**src/uer_pkg.sv**
```systemverilog
package uer_pkg;

    // field widths
    localparam int WIDTH_W  = 16;
    localparam int MM_W     = 14;
    localparam int CM_W     = 11;
    localparam int CNT_W    = 16;
    localparam int REM_W    = 11;
    localparam int CMREM_W  = 4;
    localparam int CFG_W    = 16;
    localparam int DATA_W   = 32;
    localparam int ADDR_W   = 4;

    // trigger timing defaults
    localparam int TRIG_LOW_TICKS_DEF  = 2;
    localparam int TRIG_HIGH_TICKS_DEF = 10;

    // register defaults, also used when a register holds zero
    localparam logic [CFG_W-1:0] TIMEOUT_DEF   = 16'd30000;
    localparam logic [CFG_W-1:0] MIN_WIDTH_DEF = 16'd100;
    localparam logic [CFG_W-1:0] MAX_WIDTH_DEF = 16'd25000;

    // distance arithmetic: mm = (width*SOUND_NUM + ROUND_OFS) / SOUND_DEN
    localparam logic [REM_W:0]   SOUND_NUM = 12'd343;
    localparam logic [REM_W:0]   SOUND_DEN = 12'd2000;
    localparam logic [REM_W-1:0] ROUND_OFS = 11'd1000;
    localparam logic [CMREM_W-1:0] CM_DIV_LAST = 4'd9;

    // register indexes
    localparam logic [1:0] REG_TIMEOUT   = 2'd0;
    localparam logic [1:0] REG_MIN_WIDTH = 2'd1;
    localparam logic [1:0] REG_MAX_WIDTH = 2'd2;

    typedef enum logic [2:0] {
        PH_IDLE      = 3'd0,
        PH_TRIG_LOW  = 3'd1,
        PH_TRIG_HIGH = 3'd2,
        PH_WAIT_RISE = 3'd3,
        PH_MEASURE   = 3'd4
    } t_phase;

    typedef enum logic [2:0] {
        ST_OK        = 3'd0,
        ST_NO_RISE   = 3'd1,
        ST_NO_FALL   = 3'd2,
        ST_TOO_SHORT = 3'd3,
        ST_TOO_LONG  = 3'd4
    } t_status;

    // effective limits after default substitution
    typedef struct packed {
        logic [CFG_W-1:0] timeout;
        logic [CFG_W-1:0] min_width;
        logic [CFG_W-1:0] max_width;
    } t_cfg;

    // one result item
    typedef struct packed {
        logic               trig_level;
        logic               busy_res;
        logic               done_res;
        logic [2:0]         status;
        logic [WIDTH_W-1:0] echo_width;
        logic [MM_W-1:0]    dist_mm;
        logic [CM_W-1:0]    distance_cm;
        logic               result_valid;
    } t_result;

endpackage

```
**src/uer_cfg_regs.sv**
```systemverilog
module uer_cfg_regs (
    input  logic                       i_clk,
    input  logic                       i_rst_n,
    input  logic                       psel,
    input  logic                       penable,
    input  logic                       pwrite,
    input  logic [uer_pkg::ADDR_W-1:0] paddr,
    input  logic [uer_pkg::DATA_W-1:0] pwdata,
    output logic [uer_pkg::DATA_W-1:0] prdata,
    output logic                       pready,
    output uer_pkg::t_cfg              o_cfg
);

    logic [uer_pkg::CFG_W-1:0] r_timeout;
    logic [uer_pkg::CFG_W-1:0] r_min_width;
    logic [uer_pkg::CFG_W-1:0] r_max_width;
    logic [1:0]                w_index;
    logic                      w_write;

    assign pready  = 1'b1;
    assign w_index = paddr[3:2];
    assign w_write = psel && penable && pwrite;

    // register writes
    always_ff @(posedge i_clk) begin
        if (!i_rst_n) begin
            r_timeout   <= uer_pkg::TIMEOUT_DEF;
            r_min_width <= uer_pkg::MIN_WIDTH_DEF;
            r_max_width <= uer_pkg::MAX_WIDTH_DEF;
        end else if (w_write) begin
            unique case (w_index)
                uer_pkg::REG_TIMEOUT:   r_timeout   <= pwdata[uer_pkg::CFG_W-1:0];
                uer_pkg::REG_MIN_WIDTH: r_min_width <= pwdata[uer_pkg::CFG_W-1:0];
                uer_pkg::REG_MAX_WIDTH: r_max_width <= pwdata[uer_pkg::CFG_W-1:0];
                default: begin
                end
            endcase
        end
    end

    // read mux
    always_comb begin
        unique case (w_index)
            uer_pkg::REG_TIMEOUT:   prdata = uer_pkg::DATA_W'(r_timeout);
            uer_pkg::REG_MIN_WIDTH: prdata = uer_pkg::DATA_W'(r_min_width);
            uer_pkg::REG_MAX_WIDTH: prdata = uer_pkg::DATA_W'(r_max_width);
            default:                prdata = '0;
        endcase
    end

    // zero selects the default
    assign o_cfg.timeout   = (r_timeout == '0) ? uer_pkg::TIMEOUT_DEF : r_timeout;
    assign o_cfg.min_width = (r_min_width == '0) ? uer_pkg::MIN_WIDTH_DEF : r_min_width;
    assign o_cfg.max_width = (r_max_width == '0) ? uer_pkg::MAX_WIDTH_DEF : r_max_width;

endmodule

```
**src/uer_seq.sv**
```systemverilog
module uer_seq #(
    parameter int TRIG_LOW_TICKS  = uer_pkg::TRIG_LOW_TICKS_DEF,
    parameter int TRIG_HIGH_TICKS = uer_pkg::TRIG_HIGH_TICKS_DEF
) (
    input  logic              i_clk,
    input  logic              i_rst_n,
    input  logic              i_fire,
    input  logic              i_operation,
    input  logic              i_echo_level,
    input  uer_pkg::t_cfg     i_cfg,
    output uer_pkg::t_result  o_res
);

    localparam logic [uer_pkg::CNT_W-1:0] LOW_LAST  = uer_pkg::CNT_W'(TRIG_LOW_TICKS);
    localparam logic [uer_pkg::CNT_W-1:0] HIGH_LAST = uer_pkg::CNT_W'(TRIG_HIGH_TICKS);

    uer_pkg::t_phase              r_phase, n_phase;
    logic [uer_pkg::CNT_W-1:0]    r_cnt, n_cnt;
    logic [uer_pkg::REM_W-1:0]    r_rem, n_rem;
    logic [uer_pkg::MM_W-1:0]     r_mm, n_mm;
    logic [uer_pkg::CMREM_W-1:0]  r_cmrem, n_cmrem;
    logic [uer_pkg::CM_W-1:0]     r_cm, n_cm;
    logic [uer_pkg::WIDTH_W-1:0]  r_held_width, n_held_width;
    logic [uer_pkg::MM_W-1:0]     r_held_mm, n_held_mm;
    logic [uer_pkg::CM_W-1:0]     r_held_cm, n_held_cm;
    logic                         r_held_valid, n_held_valid;
    uer_pkg::t_status             r_last_status, n_last_status;
    logic                         w_done;
    logic [uer_pkg::CNT_W:0]      w_cnt_inc;
    logic [uer_pkg::REM_W:0]      w_rem_sum;

    assign w_cnt_inc = {1'b0, r_cnt} + 1'b1;
    assign w_rem_sum = {1'b0, r_rem} + uer_pkg::SOUND_NUM;

    // state registers
    always_ff @(posedge i_clk) begin
        if (!i_rst_n) begin
            r_phase       <= uer_pkg::PH_IDLE;
            r_cnt         <= '0;
            r_rem         <= '0;
            r_mm          <= '0;
            r_cmrem       <= '0;
            r_cm          <= '0;
            r_held_width  <= '0;
            r_held_mm     <= '0;
            r_held_cm     <= '0;
            r_held_valid  <= 1'b0;
            r_last_status <= uer_pkg::ST_OK;
        end else if (i_fire) begin
            r_phase       <= n_phase;
            r_cnt         <= n_cnt;
            r_rem         <= n_rem;
            r_mm          <= n_mm;
            r_cmrem       <= n_cmrem;
            r_cm          <= n_cm;
            r_held_width  <= n_held_width;
            r_held_mm     <= n_held_mm;
            r_held_cm     <= n_held_cm;
            r_held_valid  <= n_held_valid;
            r_last_status <= n_last_status;
        end
    end

    // next state; distance tracks the running width one tick at a time
    always_comb begin
        n_phase       = r_phase;
        n_cnt         = r_cnt;
        n_rem         = r_rem;
        n_mm          = r_mm;
        n_cmrem       = r_cmrem;
        n_cm          = r_cm;
        n_held_width  = r_held_width;
        n_held_mm     = r_held_mm;
        n_held_cm     = r_held_cm;
        n_held_valid  = r_held_valid;
        n_last_status = r_last_status;
        w_done        = 1'b0;
        if (i_operation) begin
            // start request, ignored while a sequence runs
            if (r_phase == uer_pkg::PH_IDLE) begin
                n_held_width  = '0;
                n_held_mm     = '0;
                n_held_cm     = '0;
                n_held_valid  = 1'b0;
                n_last_status = uer_pkg::ST_OK;
                n_cnt         = '0;
                n_phase       = uer_pkg::PH_TRIG_LOW;
            end
        end else begin
            unique case (r_phase)
                uer_pkg::PH_IDLE: begin
                end
                uer_pkg::PH_TRIG_LOW: begin
                    n_cnt = w_cnt_inc[uer_pkg::CNT_W-1:0];
                    if (w_cnt_inc >= {1'b0, LOW_LAST}) begin
                        n_cnt   = '0;
                        n_phase = uer_pkg::PH_TRIG_HIGH;
                    end
                end
                uer_pkg::PH_TRIG_HIGH: begin
                    n_cnt = w_cnt_inc[uer_pkg::CNT_W-1:0];
                    if (w_cnt_inc >= {1'b0, HIGH_LAST}) begin
                        n_cnt   = '0;
                        n_phase = uer_pkg::PH_WAIT_RISE;
                    end
                end
                uer_pkg::PH_WAIT_RISE: begin
                    if (i_echo_level) begin
                        // first high tick: numerator is one step plus rounding
                        n_cnt   = uer_pkg::CNT_W'(1);
                        n_rem   = uer_pkg::REM_W'(uer_pkg::SOUND_NUM) + uer_pkg::ROUND_OFS;
                        n_mm    = '0;
                        n_cmrem = '0;
                        n_cm    = '0;
                        n_phase = uer_pkg::PH_MEASURE;
                        if (i_cfg.timeout == uer_pkg::CFG_W'(1)) begin
                            n_cnt         = '0;
                            n_phase       = uer_pkg::PH_IDLE;
                            n_last_status = uer_pkg::ST_NO_FALL;
                            w_done        = 1'b1;
                        end
                    end else begin
                        n_cnt = w_cnt_inc[uer_pkg::CNT_W-1:0];
                        if (w_cnt_inc >= {1'b0, i_cfg.timeout}) begin
                            n_cnt         = '0;
                            n_phase       = uer_pkg::PH_IDLE;
                            n_last_status = uer_pkg::ST_NO_RISE;
                            w_done        = 1'b1;
                        end
                    end
                end
                uer_pkg::PH_MEASURE: begin
                    if (!i_echo_level) begin
                        // echo fell: judge the width
                        n_cnt   = '0;
                        n_phase = uer_pkg::PH_IDLE;
                        w_done  = 1'b1;
                        if (r_cnt < i_cfg.min_width) begin
                            n_last_status = uer_pkg::ST_TOO_SHORT;
                        end else if (r_cnt > i_cfg.max_width) begin
                            n_last_status = uer_pkg::ST_TOO_LONG;
                        end else begin
                            n_last_status = uer_pkg::ST_OK;
                            n_held_width  = r_cnt;
                            n_held_mm     = r_mm;
                            n_held_cm     = r_cm;
                            n_held_valid  = 1'b1;
                        end
                    end else begin
                        n_cnt = w_cnt_inc[uer_pkg::CNT_W-1:0];
                        if (w_rem_sum >= uer_pkg::SOUND_DEN) begin
                            n_rem = uer_pkg::REM_W'(w_rem_sum - uer_pkg::SOUND_DEN);
                            n_mm  = r_mm + 1'b1;
                            if (r_cmrem == uer_pkg::CM_DIV_LAST) begin
                                n_cmrem = '0;
                                n_cm    = r_cm + 1'b1;
                            end else begin
                                n_cmrem = r_cmrem + 1'b1;
                            end
                        end else begin
                            n_rem = w_rem_sum[uer_pkg::REM_W-1:0];
                        end
                        if (w_cnt_inc >= {1'b0, i_cfg.timeout}) begin
                            n_cnt         = '0;
                            n_phase       = uer_pkg::PH_IDLE;
                            n_last_status = uer_pkg::ST_NO_FALL;
                            w_done        = 1'b1;
                        end
                    end
                end
                default: begin
                    n_phase = uer_pkg::PH_IDLE;
                    n_cnt   = '0;
                end
            endcase
        end
    end

    // result fields from the state after this item
    always_comb begin
        o_res.trig_level   = (n_phase == uer_pkg::PH_TRIG_HIGH);
        o_res.busy_res     = (n_phase != uer_pkg::PH_IDLE);
        o_res.done_res     = w_done;
        o_res.status       = (n_phase == uer_pkg::PH_IDLE) ? n_last_status : uer_pkg::ST_OK;
        o_res.echo_width   = n_held_width;
        o_res.dist_mm      = n_held_mm;
        o_res.distance_cm  = n_held_cm;
        o_res.result_valid = n_held_valid;
    end

endmodule

```
**src/ultrasonic_echo_ranger_core.sv**
```systemverilog
// a request is held in the input register; its result is captured in the result register
// throughput: one request per cycle while the result register is not stalled
// the result register stalls only while a shown result is not taken
// reset: synchronous, active low; sequencer idle, held result cleared,
// limits back to 30000 / 100 / 25000 ticks
module ultrasonic_echo_ranger_core #(
    parameter int TRIG_LOW_TICKS  = uer_pkg::TRIG_LOW_TICKS_DEF,
    parameter int TRIG_HIGH_TICKS = uer_pkg::TRIG_HIGH_TICKS_DEF
) (
    input  logic                        i_clk,
    input  logic                        i_rst_n,
    input  logic                        i_in_valid,
    output logic                        o_in_ready,
    input  logic                        i_operation,
    input  logic                        i_echo_level,
    output logic                        o_out_valid,
    input  logic                        i_out_ready,
    output logic                        o_trig_level,
    output logic                        o_busy_res,
    output logic                        o_done_res,
    output logic [2:0]                  o_status,
    output logic [uer_pkg::WIDTH_W-1:0] o_echo_width,
    output logic [uer_pkg::MM_W-1:0]    o_dist_mm,
    output logic [uer_pkg::CM_W-1:0]    o_distance_cm,
    output logic                        o_result_valid,
    input  logic                        psel,
    input  logic                        penable,
    input  logic                        pwrite,
    input  logic [uer_pkg::ADDR_W-1:0]  paddr,
    input  logic [uer_pkg::DATA_W-1:0]  pwdata,
    output logic [uer_pkg::DATA_W-1:0]  prdata,
    output logic                        pready
);

    logic              r_in_valid;
    logic              r_in_op;
    logic              r_in_echo;
    logic              r_out_valid;
    uer_pkg::t_result  r_out;
    uer_pkg::t_result  w_res;
    uer_pkg::t_cfg     w_cfg;
    logic              w_adv;

    // stage advances when it holds a request and the result register is free or being emptied
    assign w_adv      = r_in_valid && (!r_out_valid || i_out_ready);
    assign o_in_ready = !r_in_valid || w_adv;

    // input register
    always_ff @(posedge i_clk) begin
        if (!i_rst_n) begin
            r_in_valid <= 1'b0;
        end else if (o_in_ready) begin
            r_in_valid <= i_in_valid;
        end
    end

    always_ff @(posedge i_clk) begin
        if (o_in_ready) begin
            r_in_op   <= i_operation;
            r_in_echo <= i_echo_level;
        end
    end

    uer_cfg_regs u_cfg (
        .i_clk   (i_clk),
        .i_rst_n (i_rst_n),
        .psel    (psel),
        .penable (penable),
        .pwrite  (pwrite),
        .paddr   (paddr),
        .pwdata  (pwdata),
        .prdata  (prdata),
        .pready  (pready),
        .o_cfg   (w_cfg)
    );

    uer_seq #(
        .TRIG_LOW_TICKS  (TRIG_LOW_TICKS),
        .TRIG_HIGH_TICKS (TRIG_HIGH_TICKS)
    ) u_seq (
        .i_clk        (i_clk),
        .i_rst_n      (i_rst_n),
        .i_fire       (w_adv),
        .i_operation  (r_in_op),
        .i_echo_level (r_in_echo),
        .i_cfg        (w_cfg),
        .o_res        (w_res)
    );

    // result register
    always_ff @(posedge i_clk) begin
        if (!i_rst_n) begin
            r_out_valid <= 1'b0;
        end else if (w_adv) begin
            r_out_valid <= 1'b1;
        end else if (i_out_ready) begin
            r_out_valid <= 1'b0;
        end
    end

    always_ff @(posedge i_clk) begin
        if (w_adv) begin
            r_out <= w_res;
        end
    end

    assign o_out_valid    = r_out_valid;
    assign o_trig_level   = r_out.trig_level;
    assign o_busy_res     = r_out.busy_res;
    assign o_done_res     = r_out.done_res;
    assign o_status       = r_out.status;
    assign o_echo_width   = r_out.echo_width;
    assign o_dist_mm      = r_out.dist_mm;
    assign o_distance_cm  = r_out.distance_cm;
    assign o_result_valid = r_out.result_valid;

endmodule

```
**config.mk**
```make
export PLATFORM = sky130hd
export DESIGN_NAME = ultrasonic_echo_ranger_core
export DESIGN_NICKNAME = d
export VERILOG_FILES = /design/src/uer_pkg.sv /design/src/uer_cfg_regs.sv /design/src/uer_seq.sv /design/src/ultrasonic_echo_ranger_core.sv
export SDC_FILE = /design/constraint.sdc
export NUM_CORES = 1
export LEC_CHECK = 0
export ABC_AREA = 1
export BUFFER_PORTS_ARGS = -buffer_cell sky130_fd_sc_hd__buf_2
export CAP_MARGIN = 30
export CORE_AREA = 3 3 191 193
export CTS_CLUSTER_DIAMETER = 60
export DETAILED_ROUTE_END_ITERATION = 7
export DIE_AREA = 0 0 194 196
export PLACE_DENSITY = 0.62
export SLEW_MARGIN = 20
export SYNTH_ARGS = -nofsm -noshare
export SYNTH_HDL_FRONTEND = slang
export SYNTH_SLANG_ARGS = --single-unit
```
**constraint.sdc**
```tcl
create_clock -name i_clk -period 2.85 [get_ports i_clk]
set_input_delay 0.57 -clock i_clk [delete_from_list [all_inputs] [get_ports i_clk]]
set_output_delay 0.57 -clock i_clk [all_outputs]
set_load 0.03 [all_outputs]
```
==> metrics.md, run 1 <==
| Metric | Value |
|---|---|
| P&R area growth vs syn | 32.08% |
| Post-Synthesis Mean Instance Area | about 7.0 sq um |
| Die span in x | between 150 and 200 um |
| Number of distinct library cells after synthesis | 47 |
| Starting utilization of the core area | between 30% and 40% |
| Count of pins over their slew limit | 0 |
| Largest voltage drop on the vdd net | roughly 0.00045 V |
| Number of cells in the finished layout apart from fillers | ~2500 |
| Post-detailed-route via-to-cell ratio | 4.995 |
| Final Hold Violating Endpoints | 0 |
| Total number of vias | ~12000 |
| Post-Route Utilization | a little under half |
| Worst-case clock skew | around 0.019 ns |
| Net total in the final layout | roughly 2100 |
| Number of sinks driven by the clock tree | slightly above 200 |
| Top cell type by total area after synthesis | sky130_fd_sc_hd__dfxtp_1 |
| Number of rows in the core area | just under 70 |
| Placeable core region | 0.03471 sq mm |
| Area share of the leading cell type in the synthesized netlist | around a quarter |
| Synth cell count leaders | 411 x sky130_fd_sc_hd__nand2_1, 275 x sky130_fd_sc_hd__inv_1, 186 x sky130_fd_sc_hd__a21oi_1, 167 x sky130_fd_sc_hd__nor2_1, 154 x sky130_fd_sc_hd__dfxtp_1 |
| Total I/O pin count | ~130 |
| Transition time of the tightest slew-check pin | between 0.7 and 0.8 ns |
| CTS tree | yes |
| Async S/R FF share, synth | 0% |
| Maximum number of buffers from clock root to sink | 3 |
| Number of H-tree branching levels | 1 |
| CTS buffer count | 26 |
| Leading register cell type out of synthesis | sky130_fd_sc_hd__dfxtp_1 |
| Setup repair after global routing missed its margin | yes |
| Vias in the first global route | roughly 12000 |
| Total cell area at the placement stage | about 0.014 sq mm |
| Post-Place Setup Slack | -0.3007 ns |
| Crit path capture type | register |
| CTS root buffer | sky130_fd_sc_hd__clkbuf_16 |
| Total of buffers placed on input and output ports | 92 |
| Final cycle utilization of the critical path | 107.3% |
| Run status | finished with violations |
| Final GP Congestion | between 0.9 and 1 |
| Post-synthesis register bit count | approximately 200 |
| Min-delay worst type | in2reg |
| Count of placed standard cells including taps | about 2400 |
| Synthesized cell area | roughly 0.012 sq mm |
| Data arrival time at the worst-slack endpoint | 3.53 ns |
| Power per cell area | about 440 mW/mm^2 |
| Post-route cell area | ~0.016 sq mm |
| DR iter-0 viols | 954 |
| Smallest setup slack after layout | -0.2071 ns |
| Clock network latency to the later pin of the worst-skew pair | 0.54 ns |
| GR Overflow Total | 0 |
| Yosys synthesis warning count | 0 |
| Total global-route track usage | between 10% and 20% |
| Clock Pin Slew Worst Setup and Hold Paths | ~0.060 ns |
| Final setup fails | ~110 |
| Pin count of the biggest net entering global routing | between 80 and 90 |
| Wire per inst | approximately 15 um |
| First-pass iteration count of the detailed router | 6 |
| Worst-case reg-to-reg path depth | 23 |
| Startpoint types | register |
| Leakage dissipation | between 7 and 8 nW |
| Antenna violations before repair | 0 |
| Type of the setup path with the least slack | reg2reg |
| Hold Path Depth | 1 |
| Die H | between 150 and 200 um |
| Proportion of layout cells with a drive suffix above 1 | 28.82% |
| Number of remaining DRC errors | 0 |
| Number of enable-type register cells in the synthesized netlist | 50 |
| Cell count after synthesis | approximately 1800 |
| Max-cap violations | 0 |
| First-pass GRT wire length | approximately 60 mm |
| Area contributors post-synth | sky130_fd_sc_hd__dfxtp_1 25%, sky130_fd_sc_hd__nand2_1 13%, sky130_fd_sc_hd__edfxtp_1 12%, sky130_fd_sc_hd__inv_1 8.4%, sky130_fd_sc_hd__a21oi_1 7.6% |
| Peak clock frequency supported by timing | approximately 0.33 GHz |
| CP max FO | 5 |
| Fraction of the yosys area taken by sequential cells | between 30% and 40% |
| Data required time of the worst path | ~3.3 ns |
| Placed wire-length estimate after detailed placement | 25.81 mm |
| Count of fill cells added during filler insertion | 3367 |
| Residual antenna-violating net count after detailed routing | 0 |
| Relative slew margins | 51.62% |
| Hold_buf cts | 0 |
| Top-count cell post-synth | sky130_fd_sc_hd__nand2_1 |
| Diode insertion count for antenna repair | 0 |
| Die outline area | approximately 0.038 sq mm |
| Min Clock Period, post-route | around 3 ns |
| Violations in the final reports | negative setup slack |
| Sum of routed wire length over all layers | 37.91 mm |
| Overall Power | 7.139 mW |
[where the power goes]
part	total, mW	leakage (nW)	internal (mW)	switching, mW
clock	3.10	0.387	1.80	1.30
combinational	0.917	5.34	0.286	0.631
sequential	3.12	1.74	3.07	0.0474
total	7.14	7.47	5.16	1.98
[worst paths after layout]
kind | start | endpoint | slack (ns)
setup reg to reg | u_cfg.r_min_width[14]$_SDFFE_PN0P_ | u_seq.r_held_width[4]$_SDFFE_PN0P_ | -0.21
setup / recovery | u_cfg.r_min_width[14]$_SDFFE_PN0P_ | u_seq.r_held_width[4]$_SDFFE_PN0P_ | -0.21
hold / removal | i_operation | r_in_op$_DFFE_PP_ | 0.21
hold reg to reg | u_seq.r_mm[4]$_SDFFE_PN0P_ | u_seq.r_mm[4]$_SDFFE_PN0P_ | 0.49
[cells in the final DEF (no fill, tap or decap), drive strengths merged, types with 5 or more instances in the layout]
cell,count
a21oi,197
buf,273
clkbuf,38
clkinv,11
conb,17
dfxtp,154
edfxtp,50
ha,57
inv,292
nand2,418
nand3,88
nand3b,5
nand4,29
nor2,177
nor3,28
nor4,6
o211ai,13
o21ai,87
o221ai,16
o22ai,8
xnor2,5
xor2,21
[worst max-delay path, stage by stage, from the launching register on]
cell and delay, ns:
sky130_fd_sc_hd__dfxtp_1 0.30, sky130_fd_sc_hd__inv_1 0.06, sky130_fd_sc_hd__nand4_1 0.24, sky130_fd_sc_hd__nor4_2 0.35
sky130_fd_sc_hd__buf_4 0.18, sky130_fd_sc_hd__nor2_1 0.05, sky130_fd_sc_hd__ha_1 0.27, sky130_fd_sc_hd__nand2_1 0.04
sky130_fd_sc_hd__inv_1 0.05, sky130_fd_sc_hd__nand2_1 0.04, sky130_fd_sc_hd__nand2_1 0.05, sky130_fd_sc_hd__nand2_1 0.06
sky130_fd_sc_hd__nand2_2 0.12, sky130_fd_sc_hd__nand2_2 0.06, sky130_fd_sc_hd__nand2_2 0.07, sky130_fd_sc_hd__nand2_2 0.06
sky130_fd_sc_hd__nor2_4 0.15, sky130_fd_sc_hd__clkinv_4 0.15, sky130_fd_sc_hd__buf_6 0.16, sky130_fd_sc_hd__clkbuf_16 0.16
sky130_fd_sc_hd__buf_6 0.13, sky130_fd_sc_hd__nand2_2 0.05, sky130_fd_sc_hd__nand2_2 0.05, sky130_fd_sc_hd__a21oi_2 0.13
[logic make-up (layout without fill, tap and decap cells)]
logic type      Yosys count  after routing  share of synthesized area (%)
simple gates            756            756                          26.79
buf+inv                 380            615                          12.55
compound gates          334            334                          15.28
flops                   204            204                          37.50
fa+ha+maj                57             57                          5.834
xor+xnor                 26             26                          1.986
other cells               2             17                        0.06143
[sequential cells by signal, summed over array words and instances, names as in the netlist, 3 cells and up]
| name | flops |
|---|---|
| o_dist_mm | 14 |
| o_distance_cm | 11 |
| o_echo_width | 16 |
| o_status | 3 |
| u_cfg.r_max_width | 16 |
| u_cfg.r_min_width | 16 |
| u_cfg.r_timeout | 16 |
| u_seq.r_cm | 11 |
| u_seq.r_cmrem | 4 |
| u_seq.r_cnt | 16 |
| u_seq.r_held_cm | 11 |
| u_seq.r_held_mm | 14 |
| u_seq.r_held_width | 16 |
| u_seq.r_last_status | 3 |
| u_seq.r_mm | 14 |
| u_seq.r_phase | 3 |
| u_seq.r_rem | 11 |
[area by class of cell]
cell class                      count  area, sq um  share of cell area, %
Timing Repair Buffer              277         2039                  12.63
Sequential cell                   204         4599                  28.48
Clock inverter                     11        102.6                 0.6354
Inverter                          293         1110                  6.873
Tap cell                          455        569.3                  3.525
Clock buffer                       34        690.7                  4.277
Multi-Input combinational cell   1190         7037                  43.58
[metrics by stage]
stage | setup TNS (ns) | hold WS, ns
floorplan | 0 | 0.4473
global placement | -17.05 | 0.4629
detailed placement | -20.05 | 0.4803
CTS | -10.57 | 0.1880
global route | -33.48 | 0.1968
finish | -14.81 | 0.2107
[timing repair]
action | 4_1_cts | 5_1_grt
pin swaps | 29 | 77
gates cloned | 1 | 6
gates resized for setup | 98 | 172
setup buffers | 12 | 12
endpoints found under the setup margin | 110 | 143
[routing by layer]
layer | track usage, % | share of wire (%) | wire (um) | vias up
li1 | - | - | - | 6112
met1 | 24.63 | 45 | 16940 | 5800
met2 | 31.18 | 47 | 17890 | 315
met3 | 2.696 | 5.5 | 2081 | 80
met4 | 5.612 | 2.6 | 994 | 0
met5 | 0 | 0 | 0 | -
(Power assumes the default switching activity.)
==> run 2: changes to the inputs <==
--- a/config.mk
+++ b/config.mk
@@ -8,12 +8,14 @@
 export ABC_AREA = 1
 export BUFFER_PORTS_ARGS = -buffer_cell sky130_fd_sc_hd__buf_2
 export CAP_MARGIN = 30
-export CORE_AREA = 3 3 191 193
+export CORE_AREA = 3 3 195 197
 export CTS_CLUSTER_DIAMETER = 60
 export DETAILED_ROUTE_END_ITERATION = 7
-export DIE_AREA = 0 0 194 196
-export PLACE_DENSITY = 0.62
+export DIE_AREA = 0 0 198 200
+export PLACE_DENSITY = 0.61
+export SETUP_SLACK_MARGIN = 0.1
 export SLEW_MARGIN = 20
 export SYNTH_ARGS = -nofsm -noshare
 export SYNTH_HDL_FRONTEND = slang
+export SYNTH_HIERARCHICAL = 1
 export SYNTH_SLANG_ARGS = --single-unit
==> metrics.md, run 2 <==
| Metric | Value |
|---|---|
| First-pass GRT wire length | 61.49 mm |
| R2R setup slack | -0.13 ns |
| Setup TNS | -1.350 ns |
| Data arrival time at the worst-slack endpoint | between 3 and 4 ns |
| Detailed route wirelength on metal2 | ~18 mm |
| Setup repair after global routing missed its margin | yes |
| Total of buffers placed on input and output ports | 92 |
| Relative slew margins | between 40% and 50% |
| Uppermost signal routing layer after detailed routing | met4 |
| Synth cell count leaders | 467 x sky130_fd_sc_hd__nand2_1, 291 x sky130_fd_sc_hd__inv_1, 185 x sky130_fd_sc_hd__nor2_1, 165 x sky130_fd_sc_hd__a21oi_1, 154 x sky130_fd_sc_hd__dfxtp_1 |
| Net total in the final layout | around 2200 |
| CTS buffer count | 29 |
| Placeable core region | 0.03643 sq mm |
| Area share of the leading cell type in the synthesized netlist | about a quarter |
| Startpoint types | register |
| Count of pins over their slew limit | 0 |
| Sum of routed wire length over all layers | about 40 mm |
| Combinational fraction of design power | approximately an eighth |
| Start point of the worst min-delay path | i_echo_level |
| Starting utilization of the core area | about a third |
| Fraction of the yosys area taken by sequential cells | between 30% and 40% |
| Most common library cell in the layout ignoring fill and taps | sky130_fd_sc_hd__nand2_1 |
| CTS tree | yes |
| Hold Path Depth | 1 |
| DR iter-0 viols | around 730 |
| Number of remaining DRC errors | 0 |
| Number of sinks driven by the clock tree | approximately 200 |
| Worst-case reg-to-reg path depth | 24 |
| Min-Delay Endpoint | r_in_echo$_DFFE_PP_ |
| Type of the setup path with the least slack | reg2reg |
| Total I/O pin count | 128 |
| Wire per inst | 15.26 um |
| Proportion of power drawn by the clock network | ~47% |
| Post-Route Utilization | roughly half |
| Number of H-tree branching levels | 1 |
| Worst reg2reg path startpoint | u_seq/r_cnt[1]$_SDFFE_PN0P_ |
| Critical register-to-register path endpoint | o_status[1]$_DFFE_PP_ |
| Area contributors post-synth | sky130_fd_sc_hd__dfxtp_1 24%, sky130_fd_sc_hd__nand2_1 14%, sky130_fd_sc_hd__edfxtp_1 12%, sky130_fd_sc_hd__inv_1 8.6%, sky130_fd_sc_hd__a21oi_1 6.5% |
| First-pass iteration count of the detailed router | 5 |
| Number of rows in the core area | 70 |
| Vias in the first global route | 12130 |
| Synthesized cell area | between 0.01 and 0.015 sq mm |
| Min Clock Period, post-route | around 3.0 ns |
| Post-synthesis mux area share | 0% |
| Clock network latency to the later pin of the worst-skew pair | just under 0.6 ns |
| Smallest setup slack after layout | -0.1331 ns |
| Placed wire-length estimate after detailed placement | roughly 27 mm |
| Min-delay worst type | in2reg |
| Launching element of the worst setup path | u_seq/r_cnt[1]$_SDFFE_PN0P_ |
| Total global-route track usage | 18.92% |
| Post-Synthesis Mean Instance Area | 6.793 sq um |
| CTS root buffer | sky130_fd_sc_hd__clkbuf_16 |
| Async S/R FF share, synth | 0% |
| Die span in x | 198 um |
| Post-synthesis register bit count | ~200 |
| Post-detailed-route via-to-cell ratio | just under 5 |
| Top cell type by total area after synthesis | sky130_fd_sc_hd__dfxtp_1 |
| Crit path capture type | register |
| Maximum number of buffers from clock root to sink | 3 |
| Transition time of the tightest slew-check pin | slightly below 0.8 ns |
| Final cycle utilization of the critical path | 104.7% |
| Yosys synthesis warning count | 6 |
| Leakage dissipation | around 8 nW |
| Crit path buffers/inverters | 1 |
| Pin count of the biggest net entering global routing | 70 |
| Most frequent cell on the critical path | sky130_fd_sc_hd__nand2_1 |
| Total length of routed met3 wires | 2.004 mm |
| Die outline area | 0.03960 sq mm |
| Clock Pin Slew Worst Setup and Hold Paths | 0.06 ns |
| Proportion of layout cells with a drive suffix above 1 | between 30% and 40% |
| Number of distinct library cells after synthesis | 46 |
| Run status | finished with violations |
| Leading register cell type out of synthesis | sky130_fd_sc_hd__dfxtp_1 |
| Final Hold Violating Endpoints | 0 |
| Final GP Congestion | 0.8934 |
| Max-cap violations | 0 |
| Number of enable-type register cells in the synthesized netlist | 50 |
| Hold_buf cts | 0 |
| Post-synthesis simple-gate area fraction | about 30% |
| GR Overflow Total | 0 |
| List of cells traversed by the critical path | ha_4 -> nand2_4 -> nor2_4 -> nand2_2 -> nor2_4 -> xnor2_2 -> inv_2 -> ha_4 -> nand2_1 -> nand2_1 -> nand2_1 -> nand2_1 -> a21oi_2 -> nand2_1 -> nand2_1 -> nand2_2 -> nand2_4 -> nand2_4 -> nor2_4 -> nand2_1 -> nand2_1 -> nand3_2 -> a21oi_2 -> nor2_2 |
| Count of placed standard cells including taps | about 2500 |
| Top-count cell post-synth | sky130_fd_sc_hd__nand2_1 |
| Total number of vias | approximately 13000 |
| Kind of cell with the highest combined delay on the critical path | simple AND/OR/NAND/NOR gates |
| Largest voltage drop on the vdd net | between 0.0004 and 0.0005 V |
| Worst-case clock skew | between 0.03 and 0.04 ns |
| Synth Area in Compound Gates | between 10 and 15% |
| Antenna violations before repair | 0 |
| Switching share of total power | 28.56% |
| Share of the synthesized netlist area taken by xor and xnor gates | 1.926% |
| Overall Power | a little under 8 mW |
| Combinational family with the most area after synthesis | simple AND/OR/NAND/NOR gates |
| Final setup fails | 25 |
| Peak clock frequency supported by timing | about 0.34 GHz |
| Adder and majority cell fraction of the synthesized area | around 5.6% |
| Switching pwr | about 2.2 mW |
| Internal Power | between 5 and 6 mW |
| Crit path largest cell delay | about 0.35 ns |
| Number of cells in the finished layout apart from fillers | around 2600 |
| Reg power frac | roughly two fifths |
| Power per cell area | 443.3 mW/mm^2 |
| Die H | roughly 200 um |
| Leading cell types in the layout, fill and taps excluded | 413 x sky130_fd_sc_hd__nand2_1, 270 x sky130_fd_sc_hd__inv_1, 175 x sky130_fd_sc_hd__buf_4, 163 x sky130_fd_sc_hd__nor2_1, 140 x sky130_fd_sc_hd__dfxtp_1 |
| CP max stage cell | sky130_fd_sc_hd__dfxtp_4 |
| P&R area growth vs syn | 39.56% |
| Residual antenna-violating net count after detailed routing | 0 |
| Hold slack | between 0.15 and 0.2 ns |
| Diode insertion count for antenna repair | 0 |
| Routed metal-1 wirelength | 18.05 mm |
| Cell count after synthesis | between 1500 and 2000 |
| CP max FO | 4 |
| Data required time of the worst path | approximately 3.2 ns |
| Violations in the final reports | negative setup slack |
[run 2: cell count changes after synthesis, sizes merged, moves of 16 or more]
cell / before / now
nand2: 418 / 482
nand3: 88 / 133
o21ai: 87 / 52
nor2: 177 / 209
a21oi: 197 / 176
a22oi: 0 / 20
clkbuf: 50 / 68
o221ai: 16 / 0
[run 2: layout make-up]
type | instances | area (sq um)
inverters | 305 | 1176
fillers | 3502 | 18750
clock buffers | 37 | 795.8
well taps | 468 | 585.6
flip-flops and latches | 204 | 4607
multi-input cells | 1255 | 7880
clock inverters | 17 | 198.9
repair buffers | 304 | 2439
[run 2: worst max path at each step]
stage                                   to  slack, ns  cells after the start
6_report             o_status[1]$_DFFE_PP_      -0.13                     24
5_1_grt              o_status[1]$_DFFE_PP_      -0.34                     26
2_1_floorplan  u_seq/r_mm[11]$_SDFFE_PN0P_      0.002                     12
4_1_cts              o_status[0]$_DFFE_PP_      -0.11                     28
3_5_place_dp         o_status[1]$_DFFE_PP_      -0.29                     22
3_3_place_gp         o_status[1]$_DFFE_PP_      -0.31                     22
[run 2: power by group through the flow]
stage	logic (mW)	registers (mW)	clock network [mW]
2_1_floorplan	0.545	3.25	0
3_3_place_gp	0.831	3.19	0
3_5_place_dp	0.846	3.19	0
4_1_cts	0.923	3.14	3.76
5_1_grt	1.11	3.15	3.91
6_report	1.02	3.14	3.68
[run 2: layer usage]
metal	vias to the layer above	global-route usage (%)
met1	5951	25.79
met4	0	5.400
met2	331	31.54
li1	6357	-
met3	68	2.635
met5	-	0
[run 2: stage by stage]
step / setup WS [ns] / area (sq um)
after CTS: -0.1150 / 16740
after global routing: -0.3350 / 17680
after floorplan: 0.001564 / 12830
after global placement: -0.3087 / 14480
final: -0.1331 / 17680
after detailed placement: -0.2900 / 14480
[run 2: timing repair]
action	4_1_cts	5_1_grt
cloned	8	4
setup buffers	34	14
pin swaps	74	101
resized for setup	184	197
endpoints found under the setup margin	112	125
[run 2: kinds of logic after synthesis]
group,count (synthesis)
adders and majority gates,57
and+or+nand+nor,873
AOI/OAI and AO/OA,280
DFF,204
xor gates and xnor gates,27
buffers and inverters,422
other,2
==> run 3: changes to the inputs <==
--- a/config.mk
+++ b/config.mk
@@ -8,10 +8,10 @@
 export ABC_AREA = 1
 export BUFFER_PORTS_ARGS = -buffer_cell sky130_fd_sc_hd__buf_2
 export CAP_MARGIN = 30
-export CORE_AREA = 3 3 195 197
+export CORE_AREA = 3 3 186 206
 export CTS_CLUSTER_DIAMETER = 60
 export DETAILED_ROUTE_END_ITERATION = 7
-export DIE_AREA = 0 0 198 200
+export DIE_AREA = 0 0 189 209
 export PLACE_DENSITY = 0.61
 export SETUP_SLACK_MARGIN = 0.1
 export SLEW_MARGIN = 20
==> metrics.md, run 3 (synthesis gave the netlist of run 2 again) <==
| Metric | Value |
|---|---|
| Die span in x | between 150 and 200 um |
| Min-Delay Endpoint | r_in_op$_DFFE_PP_ |
| Smallest setup slack after layout | -0.09494 ns |
| Number of sinks driven by the clock tree | around 200 |
| Post-Route Utilization | 48.14% |
| CTS tree | yes |
| Largest voltage drop on the vdd net | 0.0004375 V |
| Peak clock frequency supported by timing | between 0.3 and 0.4 GHz |
| Crit path capture type | register |
| Power per cell area | around 430 mW/mm^2 |
| Relative slew margins | about two fifths |
| Proportion of power drawn by the clock network | about 45% |
| Hold Path Depth | 1 |
| Antenna violations before repair | 0 |
| Critical register-to-register path endpoint | o_status[2]$_DFFE_PP_ |
| List of cells traversed by the critical path | ha_4 -> nand2_4 -> nor2_4 -> nand2_2 -> nor2_4 -> xnor2_2 -> inv_2 -> ha_4 -> nand2_4 -> nor2_4 -> inv_2 -> nor2_2 -> nand2_1 -> nand2_1 -> nand2_1 -> nand2_2 -> nand2_4 -> buf_4 -> nand3_2 -> nand2_1 -> nand3_2 -> nand3_2 -> a21oi_2 -> nor2_2 |
| R2R setup slack | -0.09 ns |
| Run status | finished with violations |
| Starting utilization of the core area | roughly a third |
| Clock Pin Slew Worst Setup and Hold Paths | around 0.06 ns |
| Die outline area | ~0.040 sq mm |
| Switching share of total power | roughly 28% |
| CTS buffer count | 27 |
| Number of remaining DRC errors | 0 |
| Proportion of layout cells with a drive suffix above 1 | approximately a third |
| Final setup fails | 34 |
| Final cycle utilization of the critical path | 103.3% |
| Placed wire-length estimate after detailed placement | ~26 mm |
| Start point of the worst min-delay path | i_operation |
| Violations in the final reports | negative setup slack |
| Data required time of the worst path | around 3.2 ns |
| Number of cells in the finished layout apart from fillers | 2606 |
| Worst-case clock skew | 0.01257 ns |
| Crit path largest cell delay | between 0.3 and 0.4 ns |
| First-pass GRT wire length | 60.31 mm |
| Data arrival time at the worst-slack endpoint | approximately 3.3 ns |
| Internal Power | 5.330 mW |
| Reg power frac | ~42% |
| Crit path buffers/inverters | 3 |
| GR Overflow Total | 0 |
| Transition time of the tightest slew-check pin | a little over 0.9 ns |
| CTS root buffer | sky130_fd_sc_hd__clkbuf_16 |
| Residual antenna-violating net count after detailed routing | 0 |
| Sum of routed wire length over all layers | 38.01 mm |
| Worst reg2reg path startpoint | u_seq/r_cnt[0]$_SDFFE_PN0P_ |
| Net total in the final layout | 2202 |
| Most frequent cell on the critical path | sky130_fd_sc_hd__nand2_1 |
| Number of H-tree branching levels | 1 |
| Most common library cell in the layout ignoring fill and taps | sky130_fd_sc_hd__nand2_1 |
| Worst-case reg-to-reg path depth | 24 |
| Count of pins over their slew limit | 0 |
| Total I/O pin count | 128 |
| Final Hold Violating Endpoints | 0 |
| DR iter-0 viols | ~890 |
| Leading cell types in the layout, fill and taps excluded | 413 x sky130_fd_sc_hd__nand2_1, 274 x sky130_fd_sc_hd__inv_1, 186 x sky130_fd_sc_hd__buf_4, 169 x sky130_fd_sc_hd__nor2_1, 141 x sky130_fd_sc_hd__dfxtp_1 |
| Leakage dissipation | approximately 8 nW |
| Pin count of the biggest net entering global routing | 70 |
| Combinational fraction of design power | between 10% and 20% |
| P&R area growth vs syn | 37.76% |
| CP max stage cell | sky130_fd_sc_hd__dfxtp_4 |
| Total global-route track usage | between 10% and 20% |
| Vias in the first global route | between 10000 and 15000 |
| Total number of vias | 12530 |
| Wire per inst | ~15 um |
| Overall Power | between 7 and 8 mW |
| Final GP Congestion | approximately 0.88 |
| Post-Place Setup Slack | -0.3584 ns |
| Number of rows in the core area | 73 |
| Maximum number of buffers from clock root to sink | 3 |
| Post-detailed-route via-to-cell ratio | 4.808 |
| Clock network latency to the later pin of the worst-skew pair | around 0.56 ns |
| Min Clock Period, post-route | a little under 3 ns |
| CP max FO | 3 |
| Total of buffers placed on input and output ports | 92 |
| Startpoint types | register |
| Max-cap violations | 0 |
| Setup repair after global routing missed its margin | yes |
| Min-delay worst type | in2reg |
| Die H | approximately 210 um |
| Switching pwr | approximately 2.1 mW |
| Kind of cell with the highest combined delay on the critical path | simple AND/OR/NAND/NOR gates |
| First-pass iteration count of the detailed router | 6 |
| Placeable core region | about 0.036 sq mm |
| Hold slack | slightly below 0.2 ns |
| Type of the setup path with the least slack | reg2reg |
| Count of placed standard cells including taps | 2500 |
| Diode insertion count for antenna repair | 0 |
[run 3: changes by cell type in the layout (fill, tap and decap cells not counted), moves of 5 or more]
cell                      change
sky130_fd_sc_hd__a21oi_2     -21
sky130_fd_sc_hd__o22ai_2      +9
sky130_fd_sc_hd__nand3_4      +6
sky130_fd_sc_hd__nand2_2      +6
sky130_fd_sc_hd__buf_4       +11
sky130_fd_sc_hd__a21oi_1     +15
sky130_fd_sc_hd__buf_8        -5
sky130_fd_sc_hd__nor2_1       +6
sky130_fd_sc_hd__o22ai_4      -8
sky130_fd_sc_hd__a21oi_4      +6
sky130_fd_sc_hd__nand2_4      -6
[run 3: power groups by stage]
stage          logic (mW)  registers (mW)  clock network, mW
5_1_grt              1.07            3.15               3.53
6_report            0.982            3.14               3.32
4_1_cts             0.904            3.13               3.41
2_1_floorplan       0.545            3.25                  0
3_3_place_gp        0.823            3.19                  0
3_5_place_dp        0.838            3.19                  0
[run 3: how the worst max path moves through the flow]
stage,endpoint,slack [ns],depth (start not counted),startpoint
2_1_floorplan,u_seq/r_mm[11]$_SDFFE_PN0P_,0.002,12,i_out_ready
3_3_place_gp,o_dist_mm[12]$_DFFE_PP_,-0.27,18,u_cfg/r_max_width[4]$_SDFFE_PN0P_
3_5_place_dp,o_distance_cm[5]$_DFFE_PP_,-0.36,19,u_cfg/r_max_width[4]$_SDFFE_PN0P_
4_1_cts,o_status[0]$_DFFE_PP_,-0.04,28,u_seq/r_cnt[0]$_SDFFE_PN0P_
5_1_grt,o_status[0]$_DFFE_PP_,-0.28,26,u_seq/r_cnt[0]$_SDFFE_PN0P_
6_report,o_status[2]$_DFFE_PP_,-0.09,24,u_seq/r_cnt[0]$_SDFFE_PN0P_
[run 3: timing repair]
action                     in CTS  in global routing
gates resized for setup       173                163
setup endpoints to repair     112                138
hold buffers                    0                  0
pin swaps                      84                 95
gates cloned                    6                  2
buffers inserted               37                 16
[run 3: final cells by class]
class,count,area (sq um)
Fill cell,3489,18810
Multi-Input combinational cell,1254,7794
Sequential cell,204,4611
Timing Repair Buffer,308,2394
Inverter,305,1174
Clock buffer,36,739.5
Tap cell,487,609.3
Clock inverter,12,133.9
[run 3: through the flow]
step | TNS, ns | instance area [sq um]
6_report | -1.100 | 17450
5_1_grt | -14.73 | 17450
4_1_cts | -0.1929 | 16520
3_5_place_dp | -24.28 | 14510
3_3_place_gp | -17.73 | 14510
2_1_floorplan | 0 | 12830
[run 3: metal layers]
metal / vias to the layer above / track usage (%) / part of all wire [%]
met5: - / 0 / 0
met4: 0 / 6.011 / 2.8
met3: 71 / 2.181 / 5.0
met2: 332 / 31.08 / 47
met1: 5768 / 24.50 / 45
li1: 6359 / - / -
